`config.mk`:
```
export PLATFORM = sky130hd
export DESIGN_NAME = box_radiation_pressure_accum_unit
export DESIGN_NICKNAME = d
export VERILOG_FILES = /design/src/brpa_pkg.sv /design/src/brpa_mul.sv /design/src/brpa_seq.sv /design/src/box_radiation_pressure_accum_unit.sv
export SDC_FILE = /design/constraint.sdc
export NUM_CORES = 2
export LEC_CHECK = 0
export BUFFER_PORTS_ARGS = -buffer_cell sky130_fd_sc_hd__buf_2
export CORE_UTILIZATION = 31
export DETAILED_ROUTE_END_ITERATION = 10
export SLEW_MARGIN = 20
export SYNTH_ARGS = -nofsm -noshare
export SYNTH_HDL_FRONTEND = slang
export SYNTH_SLANG_ARGS = --single-unit
```
`constraint.sdc`:
```
create_clock -name clk -period 15.98 [get_ports clk]
set_clock_uncertainty 0.05 [all_clocks]
set_input_delay 2.397 -clock clk [delete_from_list [all_inputs] [get_ports clk]]
set_output_delay 2.397 -clock clk [all_outputs]
set_load 0.02 [all_outputs]
```
`src/brpa_pkg.sv`:
```
// Package for the box radiation pressure accumulator: sizes, register codes, payload types.
`timescale 1ns / 1ps
package brpa_pkg;
  localparam int unsigned COEF_BITS_DEF = 21;
  localparam int unsigned ACC_BITS_DEF  = 48;
  localparam int unsigned REG_BITS      = 63;
  localparam int unsigned CFG_IDX_BITS  = 3;
  localparam int unsigned VEC_BITS      = 16;
  localparam int unsigned MAG_BITS      = 20;
  localparam int unsigned OUT_BITS      = 48;
  // Serial multiplier operand widths: multiplicand signed, multiplier signed.
  localparam int unsigned MA_BITS       = 48;
  localparam int unsigned MB_BITS       = 24;
  localparam int unsigned PROD_BITS     = MA_BITS + MB_BITS;

  typedef enum logic [CFG_IDX_BITS-1:0] {
    REG_FRONT_SF = 3'd0,
    REG_FRONT_SN = 3'd1,
    REG_FRONT_DF = 3'd2,
    REG_BACK_SF  = 3'd3,
    REG_BACK_SN  = 3'd4,
    REG_BACK_DF  = 3'd5
  } reg_idx_t;

  typedef struct packed {
    logic               last_flux;
    logic [47:0]        axis_three;
    logic [47:0]        axis_two;
    logic [47:0]        axis_one;
    logic [MAG_BITS-1:0] mag_long;
    logic [MAG_BITS-1:0] mag_short;
    logic signed [VEC_BITS-1:0] dir_z;
    logic signed [VEC_BITS-1:0] dir_y;
    logic signed [VEC_BITS-1:0] dir_x;
  } flux_in_t;

  typedef struct packed {
    logic                       saturated;
    logic signed [OUT_BITS-1:0] accel_z;
    logic signed [OUT_BITS-1:0] accel_y;
    logic signed [OUT_BITS-1:0] accel_x;
  } accel_out_t;

  // Control between the sequencer and the serial multiplier.
  typedef struct packed {
    logic start;
    logic busy;
    logic done;
  } mul_ctl_t;

  function automatic logic signed [MA_BITS-1:0] round14(input logic signed [PROD_BITS-1:0] v);
    logic signed [PROD_BITS-1:0] y;
    y = v + PROD_BITS'(8192);
    return MA_BITS'(y >>> 14);
  endfunction
endpackage

```
`src/brpa_mul.sv`:
```
// Radix-2 shift-and-add signed multiplier, one multiplier bit per cycle.
`timescale 1ns / 1ps
module brpa_mul (
  input  logic clk,
  input  logic rst,
  input  logic start,
  input  logic signed [brpa_pkg::MA_BITS-1:0] a,
  input  logic signed [brpa_pkg::MB_BITS-1:0] b,
  output logic busy,
  output logic done,
  output logic signed [brpa_pkg::PROD_BITS-1:0] prod
);
  import brpa_pkg::*;
  localparam int unsigned CNT_BITS = $clog2(MB_BITS + 1);

  logic signed [PROD_BITS-1:0] mcand;
  logic [MB_BITS-1:0]          mplier;
  logic [CNT_BITS-1:0]         cnt;
  logic signed [PROD_BITS-1:0] addend;

  // The top multiplier bit carries negative weight.
  always_comb begin
    addend = mplier[0] ? mcand : '0;
    if (cnt == CNT_BITS'(1)) addend = -addend;
  end

  always_ff @(posedge clk) begin
    done <= 1'b0;
    if (rst) begin
      busy <= 1'b0;
      cnt  <= '0;
    end else if (start) begin
      busy   <= 1'b1;
      cnt    <= CNT_BITS'(MB_BITS);
      mcand  <= PROD_BITS'(a);
      mplier <= b;
      prod   <= '0;
    end else if (busy) begin
      prod   <= prod + addend;
      mcand  <= mcand <<< 1;
      mplier <= mplier >> 1;
      cnt    <= cnt - CNT_BITS'(1);
      if (cnt == CNT_BITS'(1)) begin
        busy <= 1'b0;
        done <= 1'b1;
      end
    end
  end

  always_ff @(posedge clk) begin
    if (!rst) assert (!(done && busy)) else $error("mul done while busy");
  end
  property p_start_busy; @(posedge clk) disable iff (rst) start |=> busy; endproperty
  assert property (p_start_busy) else $error("mul did not start");
  property p_done_pulse; @(posedge clk) disable iff (rst) done |=> !done; endproperty
  assert property (p_done_pulse) else $error("done longer than a cycle");
endmodule

```
`src/brpa_seq.sv`:
```
// Sequencer: walks the multiply program for one flux and keeps the accumulator.
`timescale 1ns / 1ps
module brpa_seq #(
  parameter int unsigned COEF_BITS = brpa_pkg::COEF_BITS_DEF,
  parameter int unsigned ACC_BITS  = brpa_pkg::ACC_BITS_DEF
) (
  input  logic clk,
  input  logic rst,
  input  logic go,
  input  brpa_pkg::flux_in_t item,
  input  logic [brpa_pkg::REG_BITS-1:0] regs [6],
  output brpa_pkg::mul_ctl_t mctl,
  input  logic mul_busy,
  input  logic mul_done,
  input  logic signed [brpa_pkg::PROD_BITS-1:0] prod,
  output logic signed [brpa_pkg::MA_BITS-1:0] ma,
  output logic signed [brpa_pkg::MB_BITS-1:0] mb,
  output logic fin,
  output logic emit,
  output brpa_pkg::accel_out_t result
);
  import brpa_pkg::*;

  typedef enum logic [1:0] {S_IDLE, S_ISSUE, S_WAIT} st_t;
  // Program: 0-8 cosine dot products, 9-17 per-axis terms, 18 s round,
  // 19-30 force components, 31-33 scaling by magnitude.
  localparam int unsigned NSTEP = 34;
  localparam int unsigned PC_BITS = $clog2(NSTEP);

  st_t state;
  logic [PC_BITS-1:0] pc;
  logic [1:0] ai, ki;
  logic signed [PROD_BITS-1:0] acc;
  logic signed [MA_BITS-1:0] cos [3];
  logic signed [MA_BITS-1:0] tw [3];
  logic signed [MA_BITS-1:0] fk [3];
  logic back [3];
  logic signed [MA_BITS-1:0] sval;
  logic signed [ACC_BITS-1:0] accum [3];
  logic sat_seen;
  logic signed [PROD_BITS-1:0] acc_next;

  function automatic logic signed [VEC_BITS-1:0] dirc(input flux_in_t f, input logic [1:0] k);
    case (k)
      2'd0: return f.dir_x;
      2'd1: return f.dir_y;
      default: return f.dir_z;
    endcase
  endfunction
  function automatic logic signed [VEC_BITS-1:0] axc(input flux_in_t f, input logic [1:0] i,
                                                    input logic [1:0] k);
    logic [47:0] a;
    case (i)
      2'd0: a = f.axis_one;
      2'd1: a = f.axis_two;
      default: a = f.axis_three;
    endcase
    return a[k*16 +: 16];
  endfunction
  function automatic logic signed [MB_BITS-1:0] coef(input logic [REG_BITS-1:0] r,
                                                   input logic [1:0] k);
    logic signed [COEF_BITS-1:0] c;
    c = r[k*COEF_BITS +: COEF_BITS];
    return MB_BITS'(c);
  endfunction

  // Operand selection for the current step.
  always_comb begin
    ma = '0;
    mb = '0;
    if (pc < PC_BITS'(9)) begin
      ma = MA_BITS'(axc(item, ai, ki));
      mb = MB_BITS'(dirc(item, ki));
    end else if (pc < PC_BITS'(18)) begin
      // three steps per axis: c*sf, sn*c, t*c; t can outgrow the narrow side
      ma = (ki == 2'd2) ? tw[ai] : cos[ai];
      case (ki)
        2'd0: mb = coef(regs[back[ai] ? REG_BACK_SF : REG_FRONT_SF], ai);
        2'd1: mb = coef(regs[back[ai] ? REG_BACK_SN : REG_FRONT_SN], ai);
        default: mb = MB_BITS'(cos[ai]);
      endcase
    end else if (pc < PC_BITS'(31)) begin
      // per component k: s*dir_k then w_i*axis_i_k
      mb = MB_BITS'(ki == 2'd3 ? dirc(item, ai) : axc(item, ki, ai));
      ma = (ki == 2'd3) ? sval : tw[ki];
    end else begin
      ma = fk[ai];
      mb = MB_BITS'({1'b0, item.mag_short} + {1'b0, item.mag_long});
    end
  end

  assign acc_next = acc + prod;
  assign mctl.start = (state == S_ISSUE) && pc != PC_BITS'(18);
  assign mctl.busy  = mul_busy;
  assign mctl.done  = mul_done;

  localparam logic signed [ACC_BITS-1:0] AMAX = {1'b0, {(ACC_BITS-1){1'b1}}};
  localparam logic signed [ACC_BITS-1:0] AMIN = {1'b1, {(ACC_BITS-1){1'b0}}};

  always_ff @(posedge clk) begin
    logic signed [PROD_BITS:0] sum;
    logic signed [PROD_BITS-1:0] dlt;
    logic signed [MA_BITS-1:0] t;
    fin  <= 1'b0;
    emit <= 1'b0;
    if (rst) begin
      state    <= S_IDLE;
      pc       <= '0;
      sat_seen <= 1'b0;
      for (int n = 0; n < 3; n++) accum[n] <= '0;
    end else begin
      unique case (state)
        S_IDLE: if (go) begin
          state <= S_ISSUE;
          pc <= '0; ai <= 2'd0; ki <= 2'd0; acc <= '0; sval <= '0;
        end
        S_ISSUE: begin
          if (pc == PC_BITS'(18)) begin
            sval <= round14(acc);
            acc <= '0;
            pc <= pc + PC_BITS'(1);
            ai <= 2'd0; ki <= 2'd3;
          end else state <= S_WAIT;
        end
        S_WAIT: if (mul_done) begin
          state <= S_ISSUE;
          pc <= pc + PC_BITS'(1);
          if (pc < PC_BITS'(9)) begin
            if (ki == 2'd2) begin
              cos[ai]  <= round14(-acc_next);
              back[ai] <= acc_next > 0;
              acc <= '0; ki <= 2'd0; ai <= ai + 2'd1;
            end else begin
              acc <= acc_next; ki <= ki + 2'd1;
            end
            if (pc == PC_BITS'(8)) ai <= 2'd0;
          end else if (pc < PC_BITS'(18)) begin
            case (ki)
              2'd0: begin sval <= sval + MA_BITS'(prod); ki <= 2'd1; end
              2'd1: begin
                t = round14(prod) +
                    MA_BITS'(coef(regs[back[ai] ? REG_BACK_DF : REG_FRONT_DF], ai));
                tw[ai] <= t; ki <= 2'd2;
              end
              default: begin
                tw[ai] <= round14(prod); ki <= 2'd0; ai <= ai + 2'd1;
              end
            endcase
            if (pc == PC_BITS'(17)) begin
              acc <= PROD_BITS'(sval); ai <= 2'd0;
            end
          end else if (pc < PC_BITS'(31)) begin
            if (ki == 2'd2) begin
              fk[ai] <= round14(acc_next); acc <= '0; ki <= 2'd3; ai <= ai + 2'd1;
            end else begin
              acc <= acc_next; ki <= (ki == 2'd3) ? 2'd0 : ki + 2'd1;
            end
            if (pc == PC_BITS'(30)) begin ai <= 2'd0; ki <= 2'd0; end
          end else begin
            dlt = prod;
            sum = (PROD_BITS+1)'(accum[ai]) + (PROD_BITS+1)'(dlt);
            if (sum > (PROD_BITS+1)'(AMAX)) begin
              accum[ai] <= AMAX; sat_seen <= 1'b1;
            end else if (sum < (PROD_BITS+1)'(AMIN)) begin
              accum[ai] <= AMIN; sat_seen <= 1'b1;
            end else accum[ai] <= ACC_BITS'(sum);
            ai <= ai + 2'd1;
            if (pc == PC_BITS'(NSTEP-1)) begin
              state <= S_IDLE;
              fin <= 1'b1;
            end
          end
        end
        default: state <= S_IDLE;
      endcase
      if (fin && item.last_flux) begin
        emit <= 1'b1;
        result.accel_x <= OUT_BITS'(accum[0]);
        result.accel_y <= OUT_BITS'(accum[1]);
        result.accel_z <= OUT_BITS'(accum[2]);
        result.saturated <= sat_seen;
        sat_seen <= 1'b0;
        for (int n = 0; n < 3; n++) accum[n] <= '0;
      end
    end
  end

  property p_go_idle; @(posedge clk) disable iff (rst) go |-> state == S_IDLE; endproperty
  assert property (p_go_idle) else $error("item taken while busy");
  property p_fin_idle; @(posedge clk) disable iff (rst) fin |-> state == S_IDLE; endproperty
  assert property (p_fin_idle) else $error("finish outside idle");
  property p_wait_busy; @(posedge clk) disable iff (rst)
    (state == S_WAIT && !mul_done) |-> mul_busy || $past(mctl.start); endproperty
  assert property (p_wait_busy) else $error("waiting on idle multiplier");
endmodule

```
`src/box_radiation_pressure_accum_unit.sv`:
```
// Top level of the box radiation pressure accumulator.
`timescale 1ns / 1ps
// Each flux runs 33 multiplies on one shared radix-2 multiplier that retires
// one bit of its 24-bit multiplier operand per cycle. Each multiply is issued
// in the issue state and collected in the wait state, and one more step rounds
// the specular sum; the serial multiplier sets how long a flux occupies the
// block. Flux transfers are taken one at a time. The result of a flux marked
// last is registered, after its arithmetic ends, first into the sequencer's
// result register and then into the output register, and the next flux
// transfer is taken while it waits there. If a new sum is ready while an
// earlier one still waits in the output register, the new sum is held inside
// and the next flux transfer waits until it has moved out. Coefficient registers
// are to be written by the user only while the block is idle; the block itself
// does not enforce this.
module box_radiation_pressure_accum_unit #(
  parameter int unsigned COEF_BITS = brpa_pkg::COEF_BITS_DEF,
  parameter int unsigned ACC_BITS  = brpa_pkg::ACC_BITS_DEF
) (
  input  logic clk,
  input  logic rst,
  input  logic in_valid,
  output logic in_ready,
  input  brpa_pkg::flux_in_t in_data,
  output logic out_valid,
  input  logic out_ready,
  output brpa_pkg::accel_out_t out_data,
  input  logic cfg_valid,
  output logic cfg_ready,
  input  logic [brpa_pkg::CFG_IDX_BITS-1:0] cfg_index,
  input  logic [brpa_pkg::REG_BITS-1:0] cfg_data
);
  import brpa_pkg::*;

  logic [REG_BITS-1:0] regs [6];
  flux_in_t item;
  logic busy, fin, emit, go;
  logic hold, move;
  mul_ctl_t mctl;
  logic mbusy, mdone;
  logic signed [PROD_BITS-1:0] prod;
  logic signed [MA_BITS-1:0] ma;
  logic signed [MB_BITS-1:0] mb;
  accel_out_t result;

  assign cfg_ready = 1'b1;
  assign in_ready  = !busy;
  assign go        = in_valid && in_ready;
  // A finished sum moves to the output register as soon as that register is free.
  assign move      = (emit || hold) && (!out_valid || out_ready);

  always_ff @(posedge clk) begin
    if (rst) begin
      for (int n = 0; n < 6; n++) regs[n] <= '0;
    end else if (cfg_valid) begin
      unique case (cfg_index)
        REG_FRONT_SF, REG_FRONT_SN, REG_FRONT_DF,
        REG_BACK_SF, REG_BACK_SN, REG_BACK_DF: regs[cfg_index] <= cfg_data;
        default: ;
      endcase
    end
  end

  always_ff @(posedge clk) begin
    if (rst) begin
      busy <= 1'b0;
      hold <= 1'b0;
      out_valid <= 1'b0;
    end else begin
      if (go) begin busy <= 1'b1; item <= in_data; end
      else if (move || (fin && !item.last_flux)) busy <= 1'b0;
      if (move) hold <= 1'b0;
      else if (emit) hold <= 1'b1;
      if (move) begin out_valid <= 1'b1; out_data <= result; end
      else if (out_ready) out_valid <= 1'b0;
    end
  end

  brpa_seq #(.COEF_BITS(COEF_BITS), .ACC_BITS(ACC_BITS)) u_seq (
    .clk, .rst, .go, .item, .regs, .mctl, .mul_busy(mbusy), .mul_done(mdone),
    .prod, .ma, .mb, .fin, .emit, .result
  );

  brpa_mul u_mul (
    .clk, .rst, .start(mctl.start), .a(ma), .b(mb), .busy(mbusy), .done(mdone), .prod
  );

  property p_no_go_busy; @(posedge clk) disable iff (rst) go |=> busy; endproperty
  assert property (p_no_go_busy) else $error("flux lost");
  property p_emit_free; @(posedge clk) disable iff (rst) emit |-> !hold; endproperty
  assert property (p_emit_free) else $error("result overwritten");
  property p_hold; @(posedge clk) disable iff (rst)
    (out_valid && !out_ready) |=> out_valid && $stable(out_data); endproperty
  assert property (p_hold) else $error("result dropped");
endmodule

```
---- After elaboration in Yosys (flattened, before gate mapping) ----
Memory sizes are Yosys's and may differ from the RTL's. A register that Yosys moved wholly into a read port is not among the register bits.
Cells that the tools add are included.
storage, ports and cells
  register bits after elaboration ......... 1,070
  output and inout bits ................... 148
  memories ................................ 5
  memory bits (writable) .................. 579
  word-level logic and storage cells ...... 372
  input bits .............................. 304
cells by class
  order comparisons ....................... 11
  multipliers ............................. 1
  add/sub/neg operators ................... 16
  shift-type cells ........................ 5
  bitwise logic cells ..................... 44
  reductions and logical operators ........ 40
  multiplexer cells ....................... 174
  eq/ne operators ......................... 37
memories
  memory       depth  bits a word  read ports  clocked after Yosys merged registers in  write ports  line            text
  u_seq.accum  3      48           4           4                                        4            brpa_seq.sv:39  logic signed [ACC_BITS-1:0] accum [3];
  u_seq.cos    3      48           1           1                                        1            brpa_seq.sv:34  logic signed [MA_BITS-1:0] cos [3];
  u_seq.fk     3      48           1           1                                        1            brpa_seq.sv:36  logic signed [MA_BITS-1:0] fk [3];
  u_seq.tw     3      48           2           2                                        1            brpa_seq.sv:35  logic signed [MA_BITS-1:0] tw [3];
  u_seq.back   3      1            1           1                                        1            brpa_seq.sv:37  logic back [3];
operators by type and width
  operator                                                                           number
  48-bit two-way mux                                                                 21
  72-bit two-way mux                                                                 13
  63-bit binary-select mux with 3-bit select                                         3
  63-bit two-way mux                                                                 7
  378-bit bitwise mux                                                                1
  62-bit by 15-bit adder with 62-bit output, second input constant                   4
  72-bit case mux with 3 select lines                                                1
  48-bit case mux with 2 select lines                                                2
  63-bit demux with 3-bit select                                                     1
  63-bit by 8-bit indexed part select with 21-bit output                             3
  72-bit adder                                                                       2
  24-bit two-way mux                                                                 6
  48-bit case mux with 3 select lines                                                1
  48-bit by 7-bit indexed part select with 16-bit output                             2
  48-bit by 72-bit adder with 73-bit output                                          1
  73-bit by 48-bit greater-than comparator with 1-bit output, second input constant  1
  73-bit by 48-bit < comparator with 1-bit output, second input constant             1
  72-bit by 1-bit greater-than comparator with 1-bit output, second input constant   1
  72-bit negator                                                                     1
  1-bit two-way mux                                                                  70
  2-bit two-way mux                                                                  33
  16-bit case mux with 2 select lines                                                2
  62-bit negator                                                                     1
  48-bit by 21-bit adder with 48-bit output                                          1
  other kinds (52)                                                                   149

---- Depth between registers and ports, before layout ----
  depth in word-level cells ............... 16
  gate-level depth with buffers ........... 29
  depth with buffers taken out ............ 26

---- Modules after synthesis ----
From an unflattened synthesis, not the netlist that was laid out.
unflattened totals
  cell total of the unflattened synthesis .. 9,741
  area, all modules ....................... 100,878.0 µm²
by module, submodules not included
  module                             cells an instance  instances  sequential area each (µm²)  area an instance (µm²)
  brpa_seq                           6,228              1          27,206.1                    62,817.7
  box_radiation_pressure_accum_unit  2,048              1          18,978.2                    24,518.5
  brpa_mul                           1,465              1          5,185.0                     13,541.7

---- Least setup slack after synthesis ----
No wires, ideal clock.
  path kind ............................... input -> register
  start ................................... input port rst
  end ..................................... register, netlist name item[0]
  slack ................................... 2.425 ns
  arrival time ............................ 12.675 ns
  data required time ...................... 15.099 ns
  library setup time ...................... 0.831 ns
  path buffers ............................ 3
  cell stages on the path ................. 4
  cell sequence ........................... clkbuf_1 -> clkbuf_1 -> clkbuf_1 -> nor2_1
between the ends
  longest elaborated chain between the ends .. 2
ends and longest elaborated chain
  what                           line                                     text
  start, declared                box_radiation_pressure_accum_unit.sv:20  input logic rst,
  1-bit NOT (no line)            n/a
  2-bit AND reduction (no line)  n/a
Every way passes these cells.
A chain may end at the register's enable or synchronous reset.

==> flow_summary.json <==
{
  "netlist_area_um2": 99400,
  "wl_per_cell_um": 23.9,
  "p_leak_nw": 40.7,
  "synth-main-ff-cell": "edfxtp_1",
  "crit_slowest_cell": "buf_4",
  "slowest_delay_ns": 0.81,
  "synth_common_cells": "1598 x nand2_1, 1442 x edfxtp_1, 1176 x a21oi_1",
  "vias": 79289,
  "tightest_slew_ns": 1.40,
  "synth_cells": 9711,
  "synth.distinct_cells": 106,
  "synthTopCellsByArea": "edfxtp_1 44%, dfxtp_1 8.1%, nand2_1 6.0%",
  "place_congestion": 0.970,
  "ctsHoldBuffers": 0,
  "post_cts_resized": 0,
  "clockPowerShare_pct": 21.0,
  "grt.total_usage_pct": 20.4,
  "status": "completed",
  "min_period_ns": 8.04,
  "grt_max_degree": 214,
  "critPathArrivalTime_ns": 8.58,
  "fmax_mhz": 124,
  "yosys_warnings": 0,
  "clk_latency_ns": 0.93,
  "synth_area_per_cell_um2": 10.2,
  "io_buffers": 450,
  "layout-drive-gt1-share_pct": 12.5,
  "cp-start-kind": "flop",
  "synth-seq-cells": 1845,
  "worstPathMaxFanout": 52,
  "synth_nets": 10376,
  "crit_family": "compound AO/OA/AOI/OAI gates",
  "worst-path-buf-inv": 3,
  "grt_pass1_wl_mm": 499,
  "fin_setup_tns_ns": 0,
  "crit_path_end_kind": "flop",
  "row_count": 207,
  "synth-edff-count": 1442,
  "drt-total-wl_mm": 343,
  "crit_top_cell": "o21ai_0",
  "worst_hold_path_type": "flop to flop",
  "drtIter0Drc": 8545,
  "cts_root_buffer": "clkbuf_16",
  "final_hold_viol_count": 0,
  "area_growth_syn_to_layout_pct": 14.2,
  "period_share_pct": 50.3,
  "worstPathRequired_ns": 16.52,
  "crit_type": "flop to flop",
  "finalSetupViolCount": 0,
  "postRouteAntennaNets": 0,
  "ir_drop_uv": 132,
  "synth_top_area_share_pct": 43.5,
  "cts_buffers": 206,
  "final_max_slew_viol_count": 0,
  "fin_nets": 10637,
  "worstHoldStart": "u_seq.result[41]$_DFFE_PP_",
  "boundaryPins": 452,
  "cts_max_level": 4,
  "cts.sinks": 1845,
  "pwr-share-seq_pct": 28.9,
  "swShare_pct": 44.5,
  "ys_seq_area_share_pct": 51.7,
  "overflow": 0,
  "crit_chain": "mux2i_1, nor2_1, a21oi_4, buf_4, buf_4, mux4_2, nand2_1, o21ai_0, ha_1, inv_1, fa_1, nor2b_1, o21ai_0, a21boi_0, o221a_2, o41ai_1, o311a_1, o31ai_1, a31oi_1, o21ai_0, a22oi_1, o21ai_0, xnor2_1, a21oi_1",
  "grt_pass1_vias": 74040,
  "p_sw_mw": 10.4,
  "start_util_pct": 31.2,
  "viasPerCell": 5.53,
  "synth.most_common_cell": "nand2_1",
  "power_density_nw_per_um2": 207,
  "chipHeight_um": 568,
  "core_um2": 319000,
  "cts_tree": "yes",
  "grt_setup_unrepaired": "false",
  "dr.pass1.iters": 6,
  "die_area_um2": 323000,
  "power_mw": 23.5,
  "slew_headroom_pct": 6.91,
  "drc_errors": 0,
  "nFillCells": 31685,
  "max_cap_viol_count": 0,
  "synth_largest_area_cell": "edfxtp_1",
  "clockBufferDepth": 4,
  "cts_setup_buffers": 0,
  "p_int_mw": 13.0,
  "p_comb_share_pct": 50.1,
  "die_x_um": 568,
  "antenna_found_initial": 52,
  "dp_hpwl_mm": 243,
  "async_reset_ff_share_pct": 0,
  "path_clk_slew_ns": 0.06
}
## path summary, 6_finish.rpt
kind         slack, ns  cells past startpoint                   endpoint
max               7.94                     24  u_seq.tw[0][46]$_DFFE_PP_
min               0.36                      0     out_data[41]$_DFFE_PP_
max reg2reg       7.94                     24  u_seq.tw[0][46]$_DFFE_PP_
min reg2reg       0.36                      0     out_data[41]$_DFFE_PP_
## power by group through the flow
stage                     Combinational, mW  Clock, mW  Sequential, mW
after floorplan                        7.98          0            6.54
after global placement                 11.5          0            6.85
after detailed placement               11.4          0            6.85
after CTS                              11.5       5.01            6.76
after global routing                   12.7       5.19            6.80
final                                  11.8       4.93            6.78
## layer usage
layer  GRT usage (%)  wire length [um]  up-vias  share of wire, %
li1                -                 -    36470                 -
met1            29.0            151000    38636                44
met2            31.4            150000     3564                44
met3            3.72             30600      589               8.9
met4            6.38             11000       30               3.2
met5               0               189        -             0.055
## per-stage QoR
step	util (%)	setup slack (ns)	cells	hold slack [ns]	cell area, um2
5_1_grt	35.6	7.51	14328	0.360	114000
3_5_place_dp	33.4	8.08	13938	0.355	106000
6_report	35.6	7.94	14341	0.359	114000
3_3_place_gp	33.4	7.99	13938	0.352	106000
4_1_cts	35.6	8.04	14318	0.363	113000
2_1_floorplan	-	2.42	9711	0.350	99400
## registers in the layout, summed over array words and instances (netlist names), 3 cells and up, named ones only
signal / count
item: 233
out_data: 145
regs: 378
u_mul.cnt: 5
u_mul.mcand: 72
u_mul.mplier: 24
u_mul.prod: 72
u_seq.acc: 72
u_seq.accum: 192
u_seq.back: 3
u_seq.cos: 144
u_seq.fk: 144
u_seq.pc: 6
u_seq.result: 145
u_seq.sval: 48
u_seq.tw: 144
## cell families (layout without fill, tap and decap cells)
logic type / after synthesis / in the layout / synth area share (%)
buffers and inverters: 697 / 1130 / 2.71
multiplexers: 409 / 409 / 5.86
AND/OR/NAND/NOR: 3206 / 3206 / 14.0
flip-flops: 1845 / 1845 / 51.7
other: 1 / 18 / 0.00377
AO/OA/AOI/OAI: 2676 / 2676 / 16.6
XOR/XNOR: 516 / 516 / 4.56
adder cells (fa/ha/maj): 361 / 361 / 4.59
## cell type report
cell class / count / area [um2] / share of cell area (%)
well taps: 4180 / 5230 / 4.61
clock buffers: 266 / 5590 / 4.92
repair buffers: 623 / 3630 / 3.20
inverters: 127 / 477 / 0.420
flip-flops and latches: 1845 / 51400 / 45.3
multi-input cells: 7169 / 45800 / 40.3
diodes: 17 / 42.5 / 0.0375
clock inverters: 114 / 1410 / 1.24
## cells in the final DEF, fill, tap and decap left out, types with 56 or more instances in the layout
master     Yosys  final
nand2_1     1598   1588
edfxtp_1    1442   1442
a21oi_1     1176   1173
nor2_1       789    775
buf_2         21    449
o21ai_0      411    410
dfxtp_1      403    399
ha_1         355    349
xnor2_1      301    301
mux2i_1      237    237
xor2_1       213    213
clkbuf_16      0    209
a22oi_1      173    173
a21o_1       173    171
buf_4          3    163
nand3_1      154    150
mux4_2       135    135
nor3_1       130    129
inv_1        127    126
a211oi_1     107    107
nand4_1       88     88
and3_1        81     75
o21a_1        56     56
(Power assumes the default switching activity.)
